==> src/design/qfs_pkg.sv <==
// ----------------------------------------------------------------------------
// qfs_pkg
// Shared types, constants and match helpers for the quoted field splitter.
// ----------------------------------------------------------------------------
`default_nettype none

package qfs_pkg;

   // character and slot geometry
   localparam int CHAR_BITS   = 16;
   localparam int SEP_SLOTS   = 4;
   localparam int QUOTE_SLOTS = 4;
   localparam int MAX_SLOTS   = 8;
   localparam int PACK_BITS   = 64;

   // result fields
   localparam int KIND_BITS  = 2;
   localparam int FIELD_BITS = 8;
   localparam int COUNT_BITS = 3;

   // configuration port
   localparam int CSR_INDEX_BITS = 3;
   localparam int CSR_DATA_BITS  = 64;

   localparam logic [CSR_INDEX_BITS-1:0] CSR_SEP_CHARS   = 3'd0;
   localparam logic [CSR_INDEX_BITS-1:0] CSR_SEP_COUNT   = 3'd1;
   localparam logic [CSR_INDEX_BITS-1:0] CSR_QUOTE_CHARS = 3'd2;
   localparam logic [CSR_INDEX_BITS-1:0] CSR_QUOTE_COUNT = 3'd3;
   localparam logic [CSR_INDEX_BITS-1:0] CSR_SINGLE_SEP  = 3'd4;
   localparam logic [CSR_INDEX_BITS-1:0] CSR_MAX_FIELDS  = 3'd5;

   // result kinds
   localparam logic [KIND_BITS-1:0] KIND_CHAR      = 2'd0;
   localparam logic [KIND_BITS-1:0] KIND_FIELD_END = 2'd1;
   localparam logic [KIND_BITS-1:0] KIND_LINE_END  = 2'd2;

   // queue between classifier and parser
   localparam int QUEUE_DEPTH      = 2;
   localparam int QUEUE_PTR_BITS   = $clog2(QUEUE_DEPTH);
   localparam int QUEUE_COUNT_BITS = $clog2(QUEUE_DEPTH + 1);

   typedef struct packed {
      logic [PACK_BITS-1:0]  sep_chars;
      logic [COUNT_BITS-1:0] sep_count;
      logic [PACK_BITS-1:0]  quote_chars;
      logic [COUNT_BITS-1:0] quote_count;
      logic                  single_sep;
      logic [FIELD_BITS-1:0] max_fields;
   } cfg_type;

   // classified character as it sits in the queue
   typedef struct packed {
      logic [CHAR_BITS-1:0] char_code;
      logic                 eol;
      logic                 is_sep;
      logic                 is_quote;
   } item_type;

   typedef enum logic [4:0] {
      MODE_NORMAL  = 5'b00001,
      MODE_QUOTED  = 5'b00010,
      MODE_AFTERQ  = 5'b00100,
      MODE_SKIPSEP = 5'b01000,
      MODE_DONE    = 5'b10000
   } mode_type;

   // true when c matches one of the first min(count, slots) packed slots
   function automatic logic in_set(input logic [CHAR_BITS-1:0]  c,
                                   input logic [PACK_BITS-1:0]  packed_chars,
                                   input logic [COUNT_BITS-1:0] count,
                                   input int                    slots);
      logic                 hit;
      logic [PACK_BITS-1:0] shifted;
      hit = 1'b0;
      for (int i = 0; i < MAX_SLOTS; i++) begin
         // slots past the packed word shift out to zero
         shifted = packed_chars >> (i * CHAR_BITS);
         if ((i < slots) && (i < int'(count)) && (shifted[CHAR_BITS-1:0] == c)) begin
            hit = 1'b1;
         end
      end
      return hit;
   endfunction

endpackage

`default_nettype wire

==> src/design/qfs_channels.sv <==
// ----------------------------------------------------------------------------
// qfs channels
// Valid/ready channel interfaces for characters in and parse results out.
// ----------------------------------------------------------------------------
`default_nettype none

interface qfs_req_if;
   logic                          valid;
   logic                          ready;
   logic [qfs_pkg::CHAR_BITS-1:0] char_code;
   logic                          end_of_line;

   modport source (output valid, output char_code, output end_of_line, input ready);
   modport sink (input valid, input char_code, input end_of_line, output ready);
endinterface

interface qfs_rsp_if;
   logic                           valid;
   logic                           ready;
   logic [qfs_pkg::CHAR_BITS-1:0]  out_char;
   logic [qfs_pkg::KIND_BITS-1:0]  kind;
   logic [qfs_pkg::FIELD_BITS-1:0] field_number;
   logic                           last_of_line;

   modport source (output valid, output out_char, output kind, output field_number,
                   output last_of_line, input ready);
   modport sink (input valid, input out_char, input kind, input field_number,
                 input last_of_line, output ready);
endinterface

`default_nettype wire

==> src/design/qfs_front.sv <==
// ----------------------------------------------------------------------------
// qfs_front
// Accepts characters and tags each one as separator and/or quote.
// ----------------------------------------------------------------------------
`default_nettype none

module qfs_front (
   qfs_req_if.sink          req_chan,
   input  qfs_pkg::cfg_type cfg,
   output logic             push_valid,
   output qfs_pkg::item_type push_item,
   input  logic             push_ready
);

   // parallel compare against both character sets
   always_comb begin
      push_item.char_code = req_chan.char_code;
      push_item.eol       = req_chan.end_of_line;
      push_item.is_sep    = qfs_pkg::in_set(req_chan.char_code, cfg.sep_chars,
                                            cfg.sep_count, qfs_pkg::SEP_SLOTS);
      push_item.is_quote  = qfs_pkg::in_set(req_chan.char_code, cfg.quote_chars,
                                            cfg.quote_count, qfs_pkg::QUOTE_SLOTS);
   end

   // queue space gates the input channel
   assign push_valid     = req_chan.valid;
   assign req_chan.ready = push_ready;

endmodule

`default_nettype wire

==> src/design/qfs_queue.sv <==
// ----------------------------------------------------------------------------
// qfs_queue
// Short queue of classified characters between classifier and parser.
// ----------------------------------------------------------------------------
`default_nettype none

module qfs_queue (
   input  logic              clock,
   input  logic              reset,
   input  logic              push_valid,
   input  qfs_pkg::item_type push_item,
   output logic              push_ready,
   output logic              pop_valid,
   output qfs_pkg::item_type pop_item,
   input  logic              pop_ready
);

   qfs_pkg::item_type                        entry_ff [qfs_pkg::QUEUE_DEPTH];
   logic [qfs_pkg::QUEUE_PTR_BITS-1:0]       wr_ptr_ff, wr_ptr_in;
   logic [qfs_pkg::QUEUE_PTR_BITS-1:0]       rd_ptr_ff, rd_ptr_in;
   logic [qfs_pkg::QUEUE_COUNT_BITS-1:0]     count_ff, count_in;
   logic                                     push, pop;

   localparam logic [qfs_pkg::QUEUE_COUNT_BITS-1:0] FULL_COUNT =
      qfs_pkg::QUEUE_COUNT_BITS'(qfs_pkg::QUEUE_DEPTH);
   localparam logic [qfs_pkg::QUEUE_PTR_BITS-1:0] LAST_PTR =
      qfs_pkg::QUEUE_PTR_BITS'(qfs_pkg::QUEUE_DEPTH - 1);

   assign push_ready = (count_ff != FULL_COUNT);
   assign pop_valid  = (count_ff != '0);
   assign pop_item   = entry_ff[rd_ptr_ff];
   assign push       = push_valid && push_ready;
   assign pop        = pop_valid && pop_ready;

   // pointer and occupancy update
   always_comb begin
      wr_ptr_in = wr_ptr_ff;
      rd_ptr_in = rd_ptr_ff;
      count_in  = count_ff;
      if (push) begin
         wr_ptr_in = (wr_ptr_ff == LAST_PTR) ? '0 : wr_ptr_ff + 1'b1;
      end
      if (pop) begin
         rd_ptr_in = (rd_ptr_ff == LAST_PTR) ? '0 : rd_ptr_ff + 1'b1;
      end
      if (push && !pop) begin
         count_in = count_ff + 1'b1;
      end else if (pop && !push) begin
         count_in = count_ff - 1'b1;
      end
   end

   always_ff @(posedge clock) begin
      if (reset) begin
         wr_ptr_ff <= '0;
         rd_ptr_ff <= '0;
         count_ff  <= '0;
      end else begin
         wr_ptr_ff <= wr_ptr_in;
         rd_ptr_ff <= rd_ptr_in;
         count_ff  <= count_in;
      end
   end

   // entry storage
   always_ff @(posedge clock) begin
      if (push) begin
         entry_ff[wr_ptr_ff] <= push_item;
      end
   end

endmodule

`default_nettype wire

==> src/design/qfs_back.sv <==
// ----------------------------------------------------------------------------
// qfs_back
// Field parser: runs the quote/separator state machine on classified
// characters and holds one result in an output register.
// ----------------------------------------------------------------------------
`default_nettype none

module qfs_back (
   input  logic              clock,
   input  logic              reset,
   input  qfs_pkg::cfg_type  cfg,
   input  logic              pop_valid,
   input  qfs_pkg::item_type pop_item,
   output logic              pop_ready,
   qfs_rsp_if.source         rsp_chan
);

   qfs_pkg::mode_type                 mode_ff, mode_in;
   logic [qfs_pkg::FIELD_BITS-1:0]    count_ff, count_in;
   logic                              has_chars_ff, has_chars_in;

   logic                              out_valid_ff, out_valid_in;
   logic [qfs_pkg::CHAR_BITS-1:0]     out_char_ff, out_char_in;
   logic [qfs_pkg::KIND_BITS-1:0]     kind_ff, kind_in;
   logic [qfs_pkg::FIELD_BITS-1:0]    field_ff, field_in;
   logic                              last_ff, last_in;

   logic                              take;
   logic                              emit;
   logic                              eff_normal;
   logic                              eff_quoted;
   logic                              reaches_max;

   // a new item is taken when the output register is free or being emptied
   assign take      = pop_valid && (!out_valid_ff || rsp_chan.ready);
   assign pop_ready = !out_valid_ff || rsp_chan.ready;

   assign eff_quoted  = (mode_ff == qfs_pkg::MODE_QUOTED);
   assign eff_normal  = (mode_ff == qfs_pkg::MODE_NORMAL) ||
                        ((mode_ff == qfs_pkg::MODE_SKIPSEP) && !pop_item.is_sep);
   assign reaches_max = ({1'b0, count_ff} + 9'd1) >= {1'b0, cfg.max_fields};

   // parse step for the item at the head of the queue
   always_comb begin
      mode_in      = mode_ff;
      count_in     = count_ff;
      has_chars_in = has_chars_ff;
      emit         = 1'b0;
      out_char_in  = '0;
      kind_in      = qfs_pkg::KIND_CHAR;
      field_in     = count_ff;
      last_in      = 1'b0;

      priority if (pop_item.eol) begin
         mode_in      = qfs_pkg::MODE_NORMAL;
         count_in     = '0;
         has_chars_in = 1'b0;
         if (mode_ff != qfs_pkg::MODE_DONE) begin
            emit    = 1'b1;
            last_in = 1'b1;
            kind_in = (!has_chars_ff || (mode_ff == qfs_pkg::MODE_AFTERQ)) ?
                      qfs_pkg::KIND_LINE_END : qfs_pkg::KIND_FIELD_END;
         end
      end else if (mode_ff == qfs_pkg::MODE_DONE) begin
         has_chars_in = 1'b1;
      end else if (mode_ff == qfs_pkg::MODE_AFTERQ) begin
         // drop up to the next separator
         has_chars_in = 1'b1;
         if (pop_item.is_sep) begin
            mode_in = cfg.single_sep ? qfs_pkg::MODE_NORMAL : qfs_pkg::MODE_SKIPSEP;
         end
      end else if ((mode_ff == qfs_pkg::MODE_SKIPSEP) && pop_item.is_sep) begin
         has_chars_in = 1'b1;
      end else if ((eff_quoted && pop_item.is_quote) || (eff_normal && pop_item.is_sep)) begin
         // field ends
         has_chars_in = 1'b1;
         count_in     = count_ff + 1'b1;
         emit         = 1'b1;
         kind_in      = qfs_pkg::KIND_FIELD_END;
         if (reaches_max) begin
            mode_in = qfs_pkg::MODE_DONE;
            last_in = 1'b1;
         end else if (eff_quoted) begin
            mode_in = qfs_pkg::MODE_AFTERQ;
         end else begin
            mode_in = cfg.single_sep ? qfs_pkg::MODE_NORMAL : qfs_pkg::MODE_SKIPSEP;
         end
      end else if (eff_normal && pop_item.is_quote) begin
         has_chars_in = 1'b1;
         mode_in      = qfs_pkg::MODE_QUOTED;
      end else begin
         // content character
         has_chars_in = 1'b1;
         emit         = 1'b1;
         out_char_in  = pop_item.char_code;
         mode_in      = eff_normal ? qfs_pkg::MODE_NORMAL : mode_ff;
      end
   end

   // output register occupancy
   always_comb begin
      out_valid_in = out_valid_ff;
      if (take) begin
         out_valid_in = emit;
      end else if (rsp_chan.ready) begin
         out_valid_in = 1'b0;
      end
   end

   always_ff @(posedge clock) begin
      if (reset) begin
         mode_ff      <= qfs_pkg::MODE_NORMAL;
         count_ff     <= '0;
         has_chars_ff <= 1'b0;
         out_valid_ff <= 1'b0;
      end else begin
         out_valid_ff <= out_valid_in;
         if (take) begin
            mode_ff      <= mode_in;
            count_ff     <= count_in;
            has_chars_ff <= has_chars_in;
         end
      end
   end

   // result payload
   always_ff @(posedge clock) begin
      if (take && emit) begin
         out_char_ff <= out_char_in;
         kind_ff     <= kind_in;
         field_ff    <= field_in;
         last_ff     <= last_in;
      end
   end

   assign rsp_chan.valid        = out_valid_ff;
   assign rsp_chan.out_char     = out_char_ff;
   assign rsp_chan.kind         = kind_ff;
   assign rsp_chan.field_number = field_ff;
   assign rsp_chan.last_of_line = last_ff;

   // line state is back at its start after an end-of-line transaction
   a_eol_clears_line: assert property (@(posedge clock) disable iff (reset)
      (take && pop_item.eol) |=>
         (mode_ff == qfs_pkg::MODE_NORMAL) && (count_ff == '0) && !has_chars_ff)
      else $error("line state not cleared after end of line");

   // once the field limit is hit, characters give no result
   a_done_is_silent: assert property (@(posedge clock) disable iff (reset)
      (take && !pop_item.eol && (mode_ff == qfs_pkg::MODE_DONE)) |-> !emit)
      else $error("result produced after field limit");

   // non-content results carry no character
   a_marker_zero_char: assert property (@(posedge clock) disable iff (reset)
      (out_valid_ff && (kind_ff != qfs_pkg::KIND_CHAR)) |-> (out_char_ff == '0))
      else $error("field or line marker carries a character");

   // a line end without a field always closes the line
   a_line_end_last: assert property (@(posedge clock) disable iff (reset)
      (out_valid_ff && (kind_ff == qfs_pkg::KIND_LINE_END)) |-> last_ff)
      else $error("line end marker without last flag");

endmodule

`default_nettype wire

==> src/design/quoted_field_splitter.sv <==
// ----------------------------------------------------------------------------
// quoted_field_splitter
// Splits a character stream into fields at configurable separators, with
// configurable quoting, one character per cycle while rsp_chan.ready stays high.
// ----------------------------------------------------------------------------
// usage
//   req_chan carries one character per transaction, or an end-of-line marker
//   (end_of_line high, char_code ignored). rsp_chan returns zero or one result
//   per transaction: a content character, a field end or a bare line end,
//   tagged with its field number and a last-of-line flag.
//   csr_* writes the separator set, quote set, collapse mode and field limit;
//   write only while no transaction is in flight.
// timing
//   one transaction per cycle sustained while rsp_chan.ready stays high; an
//   accepted character is first written into the two-entry queue, and the
//   parse step then writes its result into the result register, from which
//   its result transaction completes.
// reset
//   synchronous; registers return to the comma separator, no quoting, single
//   separator mode and a field limit of 255, and the queue empties.
// stalls
//   a held result blocks the parser only while rsp_chan.ready is low; the
//   queue keeps req_chan.ready high until both of its entries are full.
// ----------------------------------------------------------------------------
`default_nettype none

module quoted_field_splitter (
   input  logic                                 clock,
   input  logic                                 reset,
   qfs_req_if.sink                              req_chan,
   qfs_rsp_if.source                            rsp_chan,
   input  logic                                 csr_write_enable,
   input  logic [qfs_pkg::CSR_INDEX_BITS-1:0]   csr_index,
   input  logic [qfs_pkg::CSR_DATA_BITS-1:0]    csr_write_data
);

   qfs_pkg::cfg_type  cfg_ff;
   logic              push_valid;
   logic              push_ready;
   qfs_pkg::item_type push_item;
   logic              pop_valid;
   logic              pop_ready;
   qfs_pkg::item_type pop_item;

   // configuration registers
   always_ff @(posedge clock) begin
      if (reset) begin
         cfg_ff.sep_chars   <= 64'd44;
         cfg_ff.sep_count   <= 3'd1;
         cfg_ff.quote_chars <= 64'd34;
         cfg_ff.quote_count <= 3'd0;
         cfg_ff.single_sep  <= 1'b1;
         cfg_ff.max_fields  <= 8'd255;
      end else if (csr_write_enable) begin
         unique case (csr_index)
            qfs_pkg::CSR_SEP_CHARS:   cfg_ff.sep_chars   <= csr_write_data;
            qfs_pkg::CSR_SEP_COUNT:   cfg_ff.sep_count   <= csr_write_data[2:0];
            qfs_pkg::CSR_QUOTE_CHARS: cfg_ff.quote_chars <= csr_write_data;
            qfs_pkg::CSR_QUOTE_COUNT: cfg_ff.quote_count <= csr_write_data[2:0];
            qfs_pkg::CSR_SINGLE_SEP:  cfg_ff.single_sep  <= csr_write_data[0];
            qfs_pkg::CSR_MAX_FIELDS:  cfg_ff.max_fields  <= csr_write_data[7:0];
            default: begin
            end
         endcase
      end
   end

   // classifier
   qfs_front u_front (
      .req_chan   (req_chan),
      .cfg        (cfg_ff),
      .push_valid (push_valid),
      .push_item  (push_item),
      .push_ready (push_ready)
   );

   // decoupling queue
   qfs_queue u_queue (
      .clock      (clock),
      .reset      (reset),
      .push_valid (push_valid),
      .push_item  (push_item),
      .push_ready (push_ready),
      .pop_valid  (pop_valid),
      .pop_item   (pop_item),
      .pop_ready  (pop_ready)
   );

   // parser and result register
   qfs_back u_back (
      .clock     (clock),
      .reset     (reset),
      .cfg       (cfg_ff),
      .pop_valid (pop_valid),
      .pop_item  (pop_item),
      .pop_ready (pop_ready),
      .rsp_chan  (rsp_chan)
   );

endmodule

`default_nettype wire
==> src/flat_wrapper.sv <==
// flat-port wrapper written by rule: the top's interface ports become plain ports
module quoted_field_splitter_flat 
  (clock, reset, csr_write_enable, csr_index, csr_write_data, req_chan_valid, req_chan_char_code, req_chan_end_of_line, req_chan_ready, rsp_chan_valid, rsp_chan_out_char, rsp_chan_kind, rsp_chan_field_number, rsp_chan_last_of_line, rsp_chan_ready);
  qfs_req_if req_chan_i ();
  qfs_rsp_if rsp_chan_i ();
  input  logic clock;
  input  logic reset;
  input  logic csr_write_enable;
  input  logic [qfs_pkg::CSR_INDEX_BITS-1:0] csr_index;
  input  logic [qfs_pkg::CSR_DATA_BITS-1:0] csr_write_data;
  input wire logic [$bits(req_chan_i.valid)-1:0] req_chan_valid;
  input wire logic [$bits(req_chan_i.char_code)-1:0] req_chan_char_code;
  input wire logic [$bits(req_chan_i.end_of_line)-1:0] req_chan_end_of_line;
  output wire logic [$bits(req_chan_i.ready)-1:0] req_chan_ready;
  output wire logic [$bits(rsp_chan_i.valid)-1:0] rsp_chan_valid;
  output wire logic [$bits(rsp_chan_i.out_char)-1:0] rsp_chan_out_char;
  output wire logic [$bits(rsp_chan_i.kind)-1:0] rsp_chan_kind;
  output wire logic [$bits(rsp_chan_i.field_number)-1:0] rsp_chan_field_number;
  output wire logic [$bits(rsp_chan_i.last_of_line)-1:0] rsp_chan_last_of_line;
  input wire logic [$bits(rsp_chan_i.ready)-1:0] rsp_chan_ready;
  assign req_chan_i.valid = req_chan_valid;
  assign req_chan_i.char_code = req_chan_char_code;
  assign req_chan_i.end_of_line = req_chan_end_of_line;
  assign req_chan_ready = req_chan_i.ready;
  assign rsp_chan_valid = rsp_chan_i.valid;
  assign rsp_chan_out_char = rsp_chan_i.out_char;
  assign rsp_chan_kind = rsp_chan_i.kind;
  assign rsp_chan_field_number = rsp_chan_i.field_number;
  assign rsp_chan_last_of_line = rsp_chan_i.last_of_line;
  assign rsp_chan_i.ready = rsp_chan_ready;
  quoted_field_splitter u_core (.clock(clock), .reset(reset), .req_chan(req_chan_i), .rsp_chan(rsp_chan_i), .csr_write_enable(csr_write_enable), .csr_index(csr_index), .csr_write_data(csr_write_data));
endmodule
==> config.mk <==
export PLATFORM = sky130hd
export DESIGN_NAME = quoted_field_splitter_flat
export DESIGN_NICKNAME = d
export VERILOG_FILES = /design/src/design/qfs_pkg.sv /design/src/design/qfs_channels.sv /design/src/design/qfs_front.sv /design/src/design/qfs_queue.sv /design/src/design/qfs_back.sv /design/src/design/quoted_field_splitter.sv /design/src/flat_wrapper.sv
export SDC_FILE = /design/constraint.sdc
export NUM_CORES = 1
export LEC_CHECK = 0
export ABC_AREA = 1
export BUFFER_PORTS_ARGS = -buffer_cell sky130_fd_sc_hd__buf_2
export CAP_MARGIN = 10
export CELL_PAD_IN_SITES_DETAIL_PLACEMENT = 0
export CELL_PAD_IN_SITES_GLOBAL_PLACEMENT = 1
export CORE_MARGIN = 3
export CORE_UTILIZATION = 39
export CTS_CLUSTER_DIAMETER = 150
export DETAILED_ROUTE_END_ITERATION = 6
export PLACE_DENSITY_LB_ADDON = 0.1
export SYNTH_ARGS = -nofsm -noshare
export SYNTH_HDL_FRONTEND = slang
export SYNTH_SLANG_ARGS = --single-unit
==> constraint.sdc <==
create_clock -name clock -period 2 [get_ports clock]
set_clock_uncertainty 0.1 [all_clocks]
set_input_delay 0.4 -clock clock [delete_from_list [all_inputs] [get_ports clock]]
set_output_delay 0.4 -clock clock [all_outputs]
set_load 0.02 [all_outputs]
==> results of run 1 <==
-- sequential cells by signal, indices dropped and copies added (netlist names), named ones only --
name,cells
u_core.u_back.has_chars_ff,1
u_core.u_back.mode_ff,5
u_core.u_queue.wr_ptr_ff,1
u_core.u_back.count_ff,8
u_core.cfg_ff,143
u_core.u_back.rsp_chan.valid,1
u_core.u_back.rsp_chan.field_number,8
u_core.u_queue.rd_ptr_ff,1
u_core.u_queue.count_ff,2
u_core.u_queue.entry_ff,38
u_core.u_back.rsp_chan.last_of_line,1
u_core.u_back.rsp_chan.out_char,16
u_core.u_back.rsp_chan.kind,2
-- path summary, 6_finish.rpt --
kind,end,startpoint
worst max-delay path,u_core.u_back.rsp_chan.last_of_line$_DFFE_PP_,u_core.u_back.count_ff[0]$_SDFFE_PP0P_
worst min-delay path,u_core.cfg_ff[50]$_SDFFE_PP0P_,csr_write_data[38]
worst max register to register,u_core.u_back.rsp_chan.last_of_line$_DFFE_PP_,u_core.u_back.count_ff[0]$_SDFFE_PP0P_
worst min register to register,register,u_core.u_queue.rd_ptr_ff$_SDFFE_PP0P_
-- worst max-delay path, stage by stage (launching register included) --
cell     delay [ns]
dfxtp_4        0.37
ha_4           0.15
nand3_4        0.09
nor2_2         0.12
xor2_1         0.23
ha_1           0.29
nand2_1        0.08
inv_1          0.04
nand2_1        0.05
nand2_1        0.06
nand2_2        0.09
nand2_1        0.07
nand3_1        0.08
nand2_1        0.05
-- per-stage QoR --
stage | std cells | power [mW] | hold WS, ns | setup TNS [ns] | utilization, %
3_5_place_dp | 1735 | 9.12 | 0.348 | -0.521 | 46.4
5_1_grt | 1811 | 14.7 | 0.0163 | -1.33 | 51.4
6_report | 1811 | 14.1 | 0.0138 | -0.201 | 51.4
3_3_place_gp | 1735 | 9.10 | 0.336 | -0.272 | 46.4
2_1_floorplan | 1262 | 7.81 | 0.324 | 0 | -
4_1_cts | 1807 | 14.2 | 0.000184 | -0.142 | 51.1
-- cell families after synthesis --
kind of cell	Yosys count	synth area share (%)
xor gates and xnor gates	39	3.35
adders and majority gates	10	1.23
and+or+nand+nor	571	23.2
buffers and inverters	134	5.37
AOI/OAI and AO/OA	280	15.7
DFF	228	51.1
-- area by class of cell --
class | count | area [um^2]
fill | 2476 | 12400
tap | 330 | 413
inverter | 75 | 289
clock buffer | 37 | 733
sequential | 228 | 5240
multi-input combinational | 900 | 4530
timing repair buffer | 230 | 1720
clock inverter | 11 | 171
-- synth_stat cells (all sizes together) (2+ instances only) --
| cell type | n |
|---|---|
| xor2 | 20 |
| a21oi | 48 |
| a22o | 13 |
| ha | 10 |
| nor2 | 308 |
| clkbuf | 40 |
| nor3 | 8 |
| xnor2 | 19 |
| clkinv | 6 |
| a22oi | 4 |
| edfxtp | 65 |
| nand2 | 190 |
| nand4 | 11 |
| buf | 19 |
| a221oi | 5 |
| a31oi | 3 |
| dfxtp | 163 |
| o22ai | 23 |
| nor4 | 7 |
| a211oi | 2 |
| inv | 69 |
| or2 | 13 |
| o211ai | 7 |
| nand3 | 32 |
| o21ai | 172 |
-- power by group --
group	internal [mW]	total, mW	leakage, nW	switching, mW
clock	3.07	5.00	0.438	1.93
sequential	5.50	5.74	1.95	0.239
combinational	1.22	3.32	3.15	2.09
-- routing by layer --
layer / global-route usage, % / up-vias / part of all wire [%]
met1: 31.1 / 4206 / 47
li1: - / 4617 / -
met2: 36.0 / 243 / 46
met4: 4.27 / 0 / 1.6
met3: 3.02 / 39 / 5.7
met5: 0 / - / 0
-- repair_timing --
| action | CTS | global route |
|---|---|---|
| hold buffers | 21 | 0 |
| setup endpoints to repair | 17 | 34 |
| pin swaps | 4 | 11 |
| hold endpoints to repair | 22 | 0 |
| buffers inserted | 3 | 4 |
| gates resized for setup | 14 | 10 |
==> reports/metrics.csv, run 1 <==
stage,metric,value,unit
drt,via_per_inst,5.03,
yosys,yosysTopAreaCell,dfxtp_1,
floorplan,row_count,58,
pwr,ir_worst_vdd,0.950,mV
grt,grt_use_total,21.9,%
worst_setup_path,worstPathMaxFanout,4,
floorplan,io_pins,118,
yosys,yosysUniqueCellTypes,47,
placed_design,placed_area,11800,um^2
final_layout,n_antenna_cell,0,
worst_setup_path,worstSetupPathType,register to register,
cts,clkTransAtPathRegs,0.06,ns
worst_setup_path,cp.arrival,2.28,ns
drt,drc,0,
sta,fmax,0.475,GHz
cts,cts_buffer_depth,3,
drt,wl,31.5,mm
job,drv_cap,0,
worst_setup_path,crit_path_end_kind,register,
sta,period_share,105,%
floorplan,start_util,40.1,%
sta,hold_viol_final,0,
sta,slew_headroom,68.7,%
sta,worstMarginPinSlew,0.466,ns
final_layout,drive_gt1_share,22.9,%
pwr,p_leak,5.54,nW
cts,cts_buffers,26,
placed_design,io_buffers,117,
yosys,yosys.area.top_type_share,32.0,%
cts,cts_tree,yes,
cts,clock_latency,0.54,ns
grt,grt_max_degree,66,
cts,cts-root-buf,clkbuf_16,
worst_hold_path,hold_class,input port to register,
sta,rsz0062_at_grt,true,
grt,grt_pass1_wl,48.7,mm
worst_hold_path,min_path_cells,3,
worst_setup_path,critPathRequiredTime,2.18,ns
grt,grt_pass1_vias,8616,
yosys,syn_avg_cell_area,8.09,um^2
yosys,ys_ff_latch,228,
yosys,syn_nets,1361,
yosys,netlist_instances,1262,
sta,slew_violations,0,
yosys,async_reset_ff_share,0,%
grt,antenna_found_initial,0,
yosys,ys_seq_area_share,51.1,%
final_layout,area_growth,28.3,%
drt,dr_total_vias,9105,
yosys,synth_area_leaders,"dfxtp_1, edfxtp_1, nor2_1, o21ai_0, nand2_1",
cts,cts.sinks,228,
yosys,syn_area,10200,um^2
sta,finalWorstSetupSlack,-0.106,ns
placed_design,gp_congestion,0.869,
final_layout,final_common_cell,nor2_1,
drt,antenna_left,0,
final_layout,layout_common_cells,"nor2_1, nand2_1, o21ai_0",
grt,globalRouteOverflowTotal,0,
sta,setup_viol,3,
final_layout,finalNetCount,1560,
worst_setup_path,worst_setup_path_start_kind,register,
worst_setup_path,worst-r2r-setup-slack,-0.11,ns
yosys,synth_edf_count,65,
run_status,run_status,finished with violations,
placed_design,dpl.hpwl,22.6,mm
run_status,failed_checks,negative setup slack,
floorplan,die_h,168,um
yosys,synth_ff_type,dfxtp_1,
drt,drt_iter0_drc,639,
floorplan,die_x,168,um
drt,firstDrtPassIters,5,
drt,routedWlPerCell,17.4,um
worst_setup_path,r2r_cells,13,
placed_design,dp_worst_setup_slack,-0.151,ns
floorplan,core_area,25500,um^2
final_layout,final_cell_area,13100,um^2
sta,min_period,2.11,ns
yosys,ys_warn_count,0,
cts,htree_levels,1,
floorplan,die_area,28100,um^2
pwr,power_density,1070,nW/um^2
No activity file was read; power rests on OpenSTA's default activity.
==> inputs of run 2 (changes only) <==
--- a/config.mk
+++ b/config.mk
@@ -5,13 +5,12 @@
 export SDC_FILE = /design/constraint.sdc
 export NUM_CORES = 1
 export LEC_CHECK = 0
-export ABC_AREA = 1
 export BUFFER_PORTS_ARGS = -buffer_cell sky130_fd_sc_hd__buf_2
 export CAP_MARGIN = 10
 export CELL_PAD_IN_SITES_DETAIL_PLACEMENT = 0
 export CELL_PAD_IN_SITES_GLOBAL_PLACEMENT = 1
 export CORE_MARGIN = 3
-export CORE_UTILIZATION = 39
+export CORE_UTILIZATION = 40
 export CTS_CLUSTER_DIAMETER = 150
 export DETAILED_ROUTE_END_ITERATION = 6
 export PLACE_DENSITY_LB_ADDON = 0.1
==> run 2 against run 1 <==
Power is 2.9% lower. Combinational power shrank 3%. The run still ends with negative setup slack left. Die area fell by 3.2%. Highest routed layer unchanged. First-iteration DRC count shrank 30%. Final cell count down 9.7%. Non-clock buffer count fell by 14. Sequential power fell by 3.7%. Area after synthesis is 0.86% lower. Count of clock-buffer cells in the layout decreased by 4.
==> reports/metrics.csv, run 2 <==
stage,metric,value,unit,change
floorplan,die_h,165,um,was 168 um
pwr,p_clk_share,35.9,%,was 35.6%
run_status,run_status,finished with violations,,unchanged
drt,wl,28.2,mm,was 31.5 mm
cts,cts_buffers,27,,was 26
final_layout,drive_gt1_share,24.4,%,was 22.9%
yosys,ys_ff_latch,228,,unchanged
final_layout,layout_common_cells,"nand2_1, dfxtp_1, a21oi_1",,"was nor2_1, nand2_1, o21ai_0"
placed_design,dpl.hpwl,19.1,mm,was 22.6 mm
yosys,netlist_instances,1114,,was 1262
cts,cts.sinks,228,,unchanged
pwr,finalPower,13.6,mW,was 14.1 mW
final_layout,final_common_cell,nand2_1,,was nor2_1
sta,period_share,117,%,was 105%
drt,drt_iter0_drc,445,,was 639
yosys,async_reset_ff_share,0,%,unchanged
sta,fmax,0.429,GHz,was 0.475 GHz
sta,setup_viol,5,,was 3
pwr,switching_share,28.8,%,was 30.3%
floorplan,die_x,165,um,was 168 um
run_status,failed_checks,negative setup slack,,unchanged
grt,globalRouteOverflowTotal,0,,unchanged
worst_setup_path,r2r_start,u_core.u_back.count_ff[0]$_SDFFE_PP0P_,,unchanged
cts,cts_buffer_depth,3,,unchanged
worst_hold_path,hold_end,u_core.cfg_ff[34]$_SDFFE_PP0P_,,was u_core.cfg_ff[50]$_SDFFE_PP0P_
grt,grt_pass1_wl,43.8,mm,was 48.7 mm
pwr,power_frac_seq,40.5,%,was 40.8%
pwr,intPower,9.72,mW,was 9.79 mW
grt,grt_pass1_vias,7782,,was 8616
worst_setup_path,critPathRequiredTime,2.17,ns,was 2.18 ns
drt,routedWlPerCell,17.2,um,was 17.4 um
sta,slew_violations,0,,unchanged
grt,antenna_found_initial,1,,was 0
final_layout,instances_no_fill,1636,,was 1811
grt,grt_use_total,20.6,%,was 21.9%
yosys,yosys.area.top_type_share,32.3,%,was 32.0%
floorplan,die_area,27200,um^2,was 28100 um^2
sta,timing.hold.ws,0.0229,ns,was 0.0138 ns
worst_hold_path,hold_class,input port to register,,unchanged
yosys,syn_avg_cell_area,9.08,um^2,was 8.09 um^2
yosys,ys_warn_count,0,,unchanged
sta,worstMarginPinSlew,0.454,ns,was 0.466 ns
worst_setup_path,crit_path_end_kind,register,,unchanged
yosys,yosysUniqueCellTypes,53,,was 47
worst_setup_path,worst_setup_path_start_kind,register,,unchanged
cts,clock_latency,0.52,ns,was 0.54 ns
job,drv_cap,0,,unchanged
pwr,ir_worst_vdd,0.742,mV,was 0.950 mV
placed_design,dp_worst_setup_slack,-0.372,ns,was -0.151 ns
worst_hold_path,min_path_cells,3,,unchanged
sta,rsz0062_at_grt,true,,unchanged
floorplan,core_area,24600,um^2,was 25500 um^2
floorplan,io_pins,118,,unchanged
sta,slew_headroom,69.4,%,was 68.7%
worst_setup_path,worst-r2r-setup-slack,-0.33,ns,was -0.11 ns
final_layout,top_register,u_core.cfg_ff,,unchanged
yosys,syn_nets,1213,,was 1361
drt,firstDrtPassIters,4,,was 5
yosys,yosys.cell_count.top_type,nand2_1,,was nor2_1
placed_design,io_buffers,117,,unchanged
cts,clkTransAtPathRegs,0.06,ns,about the same
yosys,syn_area,10100,um^2,was 10200 um^2
drt,dr_total_vias,8057,,was 9105
sta,finalWorstSetupSlack,-0.330,ns,was -0.106 ns
cts,cts_tree,yes,,unchanged
sta,min_period,2.33,ns,was 2.11 ns
pwr,power_frac_comb,23.6,%,about the same
cts,cts-root-buf,clkbuf_16,,unchanged
final_layout,finalNetCount,1389,,was 1560
yosys,synth_edf_count,65,,unchanged
pwr,p_sw,3.92,mW,was 4.26 mW
worst_setup_path,worstPathMaxFanout,5,,was 4
worst_setup_path,r2r_cells,11,,was 13
final_layout,area_growth,28.5,%,was 28.3%
grt,grt_max_degree,80,,was 66
pwr,p_leak,5.00,nW,was 5.54 nW
drt,via_per_inst,4.92,,was 5.03
yosys,synth_ff_type,dfxtp_1,,unchanged
pwr,power_density,1050,nW/um^2,was 1070 nW/um^2
yosys,synth_common_cells,"nand2_1, dfxtp_1, a21oi_1",,"was nor2_1, nand2_1, o21ai_0"
worst_setup_path,worstSetupPathType,register to register,,unchanged
sta,hold_viol_final,0,,unchanged
placed_design,gp_congestion,0.831,,was 0.869
cts,htree_levels,1,,unchanged
yosys,yosysTopAreaCell,dfxtp_1,,unchanged
final_layout,largest_reg_flops,143,,unchanged
floorplan,start_util,41.1,%,was 40.1%
floorplan,row_count,57,,was 58
yosys,ys_seq_area_share,51.6,%,was 51.1%
worst_hold_path,min_from,csr_write_data[22],,was csr_write_data[38]
final_layout,utilization,52.8,%,was 51.4%
placed_design,dp.cells,1578,,was 1735
drt,drc,0,,unchanged
worst_setup_path,r2r_end,u_core.u_back.rsp_chan.last_of_line$_DFFE_PP_,,unchanged
worst_setup_path,cp.arrival,2.50,ns,was 2.28 ns
yosys,synth_area_leaders,"dfxtp_1, edfxtp_1, nand2_1, xnor2_1, a21oi_1",,"was dfxtp_1, edfxtp_1, nor2_1, o21ai_0, nand2_1"
drt,antenna_left,0,,unchanged
## run 2: cell types whose count changed after synthesis, moves of 19 or more
cell	delta
a21oi_1	+99
xnor2_1	+60
nand2_1	+115
nor2_1	-256
clkbuf_1	+19
inv_1	-44
xor2_1	+37
o21ai_0	-156
mux2i_1	+23
o22ai_1	-23
## run 2: metrics by stage
stage | TNS (ns) | instance area (um^2)
after global placement | -2.60 | 11900
after floorplan | -8.52 | 10200
final | -1.48 | 13000
after detailed placement | -2.44 | 11900
after CTS | -2.43 | 12900
after global routing | -3.35 | 13000
## run 2: layout make-up
cell class / instances / area, um^2
clock inverters: 16 / 156
multi-input cells: 806 / 4770
fillers: 2318 / 11600
inverters: 11 / 41.3
well taps: 324 / 405
clock buffers: 33 / 748
diodes: 2 / 5.00
repair buffers: 216 / 1640
flip-flops and latches: 228 / 5240
## run 2: worst max path at each step
| stage | start | end | slack [ns] | cells after the start |
|---|---|---|---|---|
| after floorplan | register | u_core.u_back.rsp_chan.field_number[0]$_DFFE_PP_ | -0.29 | 7 |
| after global placement | u_core.u_back.count_ff[1]$_SDFFE_PP0P_ | u_core.u_back.rsp_chan.last_of_line$_DFFE_PP_ | -0.39 | 11 |
| after detailed placement | u_core.u_back.count_ff[1]$_SDFFE_PP0P_ | u_core.u_back.rsp_chan.last_of_line$_DFFE_PP_ | -0.37 | 11 |
| after CTS | u_core.u_back.count_ff[0]$_SDFFE_PP0P_ | u_core.u_back.rsp_chan.last_of_line$_DFFE_PP_ | -0.33 | 11 |
| after global routing | u_core.u_back.count_ff[0]$_SDFFE_PP0P_ | u_core.u_back.mode_ff[3]$_SDFFE_PP0P_ | -0.45 | 11 |
| final | u_core.u_back.count_ff[0]$_SDFFE_PP0P_ | u_core.u_back.rsp_chan.last_of_line$_DFFE_PP_ | -0.33 | 11 |
## run 2: what timing repair did
action,CTS,global route
hold buffers,1,0
gates resized for setup,13,20
cloned,2,2
endpoints found under the hold margin,2,0
buffers inserted,3,1
pin swaps,8,8
setup endpoints to repair,35,61
## run 2: cells by family after synthesis
kind of cell / after synthesis / synth area share [%]
AND/OR/NAND/NOR: 462 / 20.1
flip-flops: 228 / 51.6
AO/OA/AOI/OAI: 172 / 9.50
XOR/XNOR: 136 / 11.8
buffers and inverters: 80 / 3.15
multiplexers: 26 / 2.72
adder cells (fa/ha/maj): 10 / 1.24
## run 2: critical path: stages (launching register included)
cell and delay (ns):
dfxtp_4 0.37, ha_4 0.17, nand3_2 0.08, and2_4 0.14, or2_4 0.23, ha_4 0.22
a21o_1 0.16, a21oi_2 0.12, o21ai_1 0.08, nor3_2 0.20, buf_4 0.17, o21ai_2 0.05
## run 2: power by group through the flow
stage          combinational (mW)  clock, mW  sequential (mW)
2_1_floorplan                1.44          0             5.88
3_3_place_gp                 2.88          0             5.62
3_5_place_dp                 2.88          0             5.63
4_1_cts                      3.16       5.00             5.53
5_1_grt                      3.53       5.24             5.57
6_report                     3.22       4.90             5.53
## run 2: layer usage
metal  vias up  track usage (%)  routed length, um
met2       141             35.1              13700
met3        27             2.63               1020
met1      3783             28.1              13100
li1       4106                -                  -
met4         0             4.31                441
met5         -                0                  0
